===== src/rtl/svm_pkg.sv =====
// ----------------------------------------------------------------------------
// svm_pkg
// Shared widths, codes and pitch arithmetic for the sample playback mixer.
// ----------------------------------------------------------------------------
`default_nettype none

package svm_pkg;

  localparam int VOICE_COUNT = 16;
  localparam int VOICE_W     = $clog2(VOICE_COUNT);
  localparam int FRAC_W      = 16;
  localparam int ADDR_W      = 16;
  localparam int LEN_W       = ADDR_W + 1;
  localparam int INT_W       = 18;
  localparam int POS_W       = INT_W + FRAC_W;
  localparam int RATE_W      = 22;
  localparam int SAMPLE_W    = 16;
  localparam int NOTE_W      = 7;
  localparam int VEL_W       = 7;
  localparam int MIX_W       = 22;

  localparam logic [LEN_W-1:0] SAMPLE_DEPTH = LEN_W'(65536);

  // floor(2^30 / 127): a reciprocal one short at most, fixed by one correction.
  localparam logic [24:0] RECIP_127 = 25'd8454660;
  localparam int RECIP_SHIFT = 30;

  localparam logic [1:0] OP_LOAD = 2'd0;
  localparam logic [1:0] OP_NOTE = 2'd1;
  localparam logic [1:0] OP_TICK = 2'd2;

  localparam logic CFG_LENGTH = 1'b0;
  localparam logic CFG_LOOP   = 1'b1;

  // 2^(k/12) in Q1.24.
  function automatic logic [24:0] semitone(input logic [3:0] k);
    logic [24:0] t;
    case (k)
      4'd0:    t = 25'd16777216;
      4'd1:    t = 25'd17774841;
      4'd2:    t = 25'd18831788;
      4'd3:    t = 25'd19951585;
      4'd4:    t = 25'd21137968;
      4'd5:    t = 25'd22394897;
      4'd6:    t = 25'd23726566;
      4'd7:    t = 25'd25137421;
      4'd8:    t = 25'd26632170;
      4'd9:    t = 25'd28215802;
      4'd10:   t = 25'd29893600;
      4'd11:   t = 25'd31671166;
      default: t = 25'd0;
    endcase
    return t;
  endfunction

  // Playback rate for a note in Q6.16, rounding half up on the octave shift.
  function automatic logic [RATE_W-1:0] pitch_rate(input logic [NOTE_W-1:0] note);
    logic [12:0] prod;
    logic [3:0]  oct;
    logic [6:0]  semi;
    logic [3:0]  sh;
    logic [24:0] t;
    logic [24:0] sum;
    // note * 43 / 512 equals note / 12 for every 7-bit note.
    prod = 13'(note) * 13'd43;
    oct  = prod[12:9];
    semi = note - (7'({oct, 3'b000}) + 7'({oct, 2'b00}));
    sh   = 4'd13 - oct;
    t    = semitone(semi[3:0]);
    sum  = t + (25'd1 << (sh - 4'd1));
    return RATE_W'(sum >> sh);
  endfunction

endpackage

`default_nettype wire


===== src/rtl/svm_mod_unit.sv =====
// ----------------------------------------------------------------------------
// svm_mod_unit
// Restoring remainder of the integer play position by the sample length,
// one quotient bit per cycle.
// ----------------------------------------------------------------------------
`default_nettype none

module svm_mod_unit
  import svm_pkg::*;
(
  input  wire logic             clk,
  input  wire logic             rst,
  input  wire logic             start,
  input  wire logic [INT_W-1:0] dividend,
  input  wire logic [LEN_W-1:0] divisor,
  output logic                  done,
  output logic      [LEN_W-1:0] remainder
);

  localparam int CNT_W = $clog2(INT_W);

  logic             busy;
  logic [CNT_W-1:0] cnt;
  logic [INT_W-1:0] num;
  logic [LEN_W-1:0] den;
  logic [LEN_W-1:0] rem;
  logic [LEN_W:0]   trial;

  assign trial     = {rem, num[INT_W-1]};
  assign remainder = rem;

  always_ff @(posedge clk) begin
    if (rst) begin
      busy <= 1'b0;
      done <= 1'b0;
      cnt  <= '0;
    end else begin
      done <= 1'b0;
      if (start) begin
        busy <= 1'b1;
        cnt  <= CNT_W'(INT_W - 1);
        num  <= dividend;
        den  <= divisor;
        rem  <= '0;
      end else if (busy) begin
        num <= num << 1;
        if (trial >= {1'b0, den}) begin
          rem <= LEN_W'(trial - {1'b0, den});
        end else begin
          rem <= LEN_W'(trial);
        end
        cnt <= cnt - CNT_W'(1);
        if (cnt == '0) begin
          busy <= 1'b0;
          done <= 1'b1;
        end
      end
    end
  end

endmodule

`default_nettype wire

===== config.mk =====
export PLATFORM = sky130hd
export DESIGN_NAME = svm_mod_unit
export DESIGN_NICKNAME = d
export VERILOG_FILES = /design/src/rtl/svm_pkg.sv /design/src/rtl/svm_mod_unit.sv
export SDC_FILE = /design/constraint.sdc
export NUM_CORES = 1
export LEC_CHECK = 0
export BUFFER_PORTS_ARGS = -buffer_cell sky130_fd_sc_hd__buf_4
export CAP_MARGIN = 10
export CORE_AREA = 2 2 94 96
export DETAILED_ROUTE_END_ITERATION = 12
export DIE_AREA = 0 0 96 98
export GPL_TIMING_DRIVEN = 0
export SLEW_MARGIN = 20
export SYNTH_ARGS = -nofsm -noshare
export SYNTH_HDL_FRONTEND = slang
export SYNTH_SLANG_ARGS = --single-unit

===== constraint.sdc =====
create_clock -name clk -period 3.6 [get_ports clk]
set_input_delay 0.72 -clock clk [delete_from_list [all_inputs] [get_ports clk]]
set_output_delay 0.72 -clock clk [all_outputs]
set_load 0.05 [all_outputs]

==> key figures <==
Clocking
  – Post-CTS setup buffer count: 0
  – Worst skew pair latency: ~0.34 ns
  – H-Tree Depth: 3
  – TritonCTS clock tree: done
  – Root Buffer: clkbuf_8
  – Hold_buf cts: 0
  – Num CTS Buffers: 9
  – CTS sink count: 59
  – Bufs on Longest Clock Path: 2
  – Post-CTS sizing: 0
  – Clk slew on worst S/H paths: ~0.07 ns

Critical path
  – Crit Reg-Reg Endpoint: remainder[1]$_SDFFCE_PP0P_
  – Crit. Startpoint: num[17]$_DFFE_PP_
  – R2R Path Start: num[17]$_DFFE_PP_
  – FF-to-FF setup slack: roughly 0.35 ns
  – Worst setup path end: remainder[1]$_SDFFCE_PP0P_
  – Crit path launch type: register
  – Req. time, crit path: between 3 and 4 ns
  – Setup crit end kind: register
  – Worst reg2reg path depth: 10
  – Crit Path Class: reg -> reg
  – Crit path arrival time: around 3.3 ns
  – Maximum fanout along the worst path: 9

Layout
  – FF+latch area: approximately 0.0017 sq mm
  – Fill count: a little under 800
  – Most common cell after layout, fill and taps aside: buf_4
  – Total Nets Final: approximately 410
  – Antenna diodes: 0
  – Area growth syn-to-layout: 22.7%
  – Share of cells above drive strength 1: 28.9%
  – Area of the multi-input gates: approximately 0.0015 sq mm
  – Commonest cells after routing, fill and taps aside: buf_4, edfxtp_1, inv_1, ha_1, a21oi_1

Synthesis
  – Avg Cell Area, Syn: around 12 sq um
  – Largest cells by area after synthesis: edfxtp_1, ha_1, mux2_2, dfxtp_1, a21oi_1
  – Top cell type's share of synthesized area: 46.5%
  – Async S/R FF share, synth: 0%
  – Yosys top cell by area: edfxtp_1
  – Post-synth EDFFs: 52
  – Post-Syn Instances: ~290
  – Syn Nets: ~340
  – Ys flop type: edfxtp_1
  – Netlist cell types: 50
  – Yosys Warn Count: 0
  – Post-Syn Area: approximately 0.0034 sq mm
  – #FFs+latches synth: between 50 and 60
  – Register area share after synthesis: approximately half

Placement
  – Place WS: roughly 0.39 ns
  – IO buf count: 53
  – Detailed placement HPWL: between 5000 and 6000 um
  – Gp weighted congestion: between 0.8 and 0.9

Power and ir drop
  – Internal: 0.00138 W
  – Leakage: 1.71 nW
  – Seq pwr share: roughly 42%
  – PwrDens: about 490 mW/mm^2
  – Maximum vdd drop: 0.000253 V
  – Clock power share: 29.0%
  – Power Total: around 0.002 W
  – P_sw: roughly 0.00062 W
  – Combinational power share: 28.8%
  – Net Sw Frac: 31.2%

STA
  – F_max: ~310 MHz
  – Final hold vios: 0
  – Post-Route Setup TNS: 0 ns
  – Fin crit share: 90.3%
  – Max_slew headroom: approximately 52%
  – Layout Skew: just over 0.006 ns
  – Setup violators final: 0
  – Count of pins over their slew limit: 0
  – Hold Slack: around 0.53 ns
  – Fin worst setup slack: ~0.35 ns
  – Min cycle time layout: roughly 3.2 ns
  – RSZ-0062 raised after global routing: false
  – Worst Max-Slew Pin Slew: about 0.72 ns

Route
  – DRT iter0 DRCs: approximately 100
  – Final ANT Viol Nets: 0
  – Detail-routed via count per cell: between 5 and 6
  – WL final: slightly below 7000 um
  – DRC viols: 0
  – Initial DRT Pass Iterations: 4
  – DR vias: roughly 2.4k
  – Avg WL per Cell: ~15 um

Hold path
  – Worst Hold Path Cells: 2
  – Hold crit path type: reg -> reg

Global routing
  – Initial antenna violation count: 0
  – Tot GR Track Use: roughly 16%
  – First-pass GRT wire length: 11500 um
  – Vias in the first global route: about 2.4k
  – Congestion Overflow GR: 0
  – Largest net degree at the start of global routing: 26

Floorplan
  – Core area: around 0.0085 sq mm
  – Starting density of the core: approximately two fifths
  – DIE HEIGHT: around 98 um
  – Number of I/O pins: 56
  – FP Rows: 34
  – Die area: approximately 0.0094 sq mm
  – Die width: between 90 and 100 um

Status
  – Outcome: finished clean

Job
  – Max Cap Violations: 0
[worst min path at each step]
stage | start | end
2_1_floorplan | cnt[1]$_SDFFE_PP0P_ | cnt[1]$_SDFFE_PP0P_
3_3_place_gp | cnt[1]$_SDFFE_PP0P_ | cnt[1]$_SDFFE_PP0P_
3_5_place_dp | cnt[1]$_SDFFE_PP0P_ | cnt[1]$_SDFFE_PP0P_
4_1_cts | cnt[1]$_SDFFE_PP0P_ | cnt[1]$_SDFFE_PP0P_
5_1_grt | divisor[7] | den[7]$_DFFE_PP_
6_report | cnt[1]$_SDFFE_PP0P_ | cnt[1]$_SDFFE_PP0P_
[layout make-up]
type / count / area share [%]
clock inverter: 6 / 1.37
inverter: 24 / 2.19
tap: 108 / 3.28
sequential: 59 / 41.3
timing repair buffer: 55 / 10.5
clock buffer: 10 / 3.10
multi-input combinational: 190 / 35.7
buffer: 12 / 2.52
[registers in the layout (all words and copies together) (netlist names)]
name and flops:
num 18, den 17, remainder 17, cnt 5, busy 1, done 1
[cell families after synthesis]
| group | count (synthesis) | share of synthesized area, % |
|---|---|---|
| muxes | 25 | 8.09 |
| and+or+nand+nor | 67 | 10.1 |
| DFF | 59 | 50.7 |
| xor gates and xnor gates | 15 | 3.91 |
| adders and majority gates | 20 | 7.68 |
| buffers and inverters | 36 | 5.78 |
| AOI/OAI and AO/OA | 63 | 13.8 |
[stage by stage]
| stage | std cells | utilization, % | cell area, sq um |
|---|---|---|---|
| after detailed placement | 448 | 46.5 | 3940 |
| after global routing | 464 | 48.7 | 4120 |
| after global placement | 446 | 46.0 | 3890 |
| after floorplan | 285 | - | 3360 |
| after CTS | 464 | 48.7 | 4120 |
| final | 464 | 48.7 | 4120 |
[cell usage after synthesis (all sizes together) (2+ instances only)]
cell     count
edfxtp      52
inv         23
ha          19
nor2        19
a21oi       18
mux2        17
nand2       13
nand3       12
o21ai       11
a21o         9
xnor2        9
mux2i        8
dfxtp        7
buf          6
xor2         6
clkbuf       5
and2         4
nor3         4
a2111oi      3
a21boi       3
a31oi        3
and3         3
and4         3
nand2b       3
nand4        3
o2111ai      3
o21a         3
a211o        2
a211oi       2
[routing by layer]
layer | vias to the layer above | track usage, % | part of all wire (%)
met4 | 0 | 6.15 | 1.7
met3 | 14 | 5.86 | 7.8
met1 | 1129 | 20.6 | 44
met2 | 70 | 24.1 | 46
met5 | - | 0 | 0
li1 | 1180 | - | -
[power by group through the flow]
stage	combinational (W)	clock, W	sequential (W)
floorplan	0.000358	0	0.000926
global placement	0.000561	0	0.000862
detailed placement	0.000576	0	0.000861
CTS	0.000580	0.000595	0.000847
global route	0.000638	0.000633	0.000852
finish	0.000578	0.000581	0.000845
[critical path: stages (launching register included)]
cell       delay (ns)
edfxtp_1         0.38
inv_1            0.07
ha_1             0.15
inv_1            0.05
fa_1             0.39
a21o_2           0.27
a221oi_4         0.42
a2111oi_2        0.18
a2111oi_4        0.72
mux2i_1          0.28
nor2_1           0.06
Power figures use the tool's default switching activity.
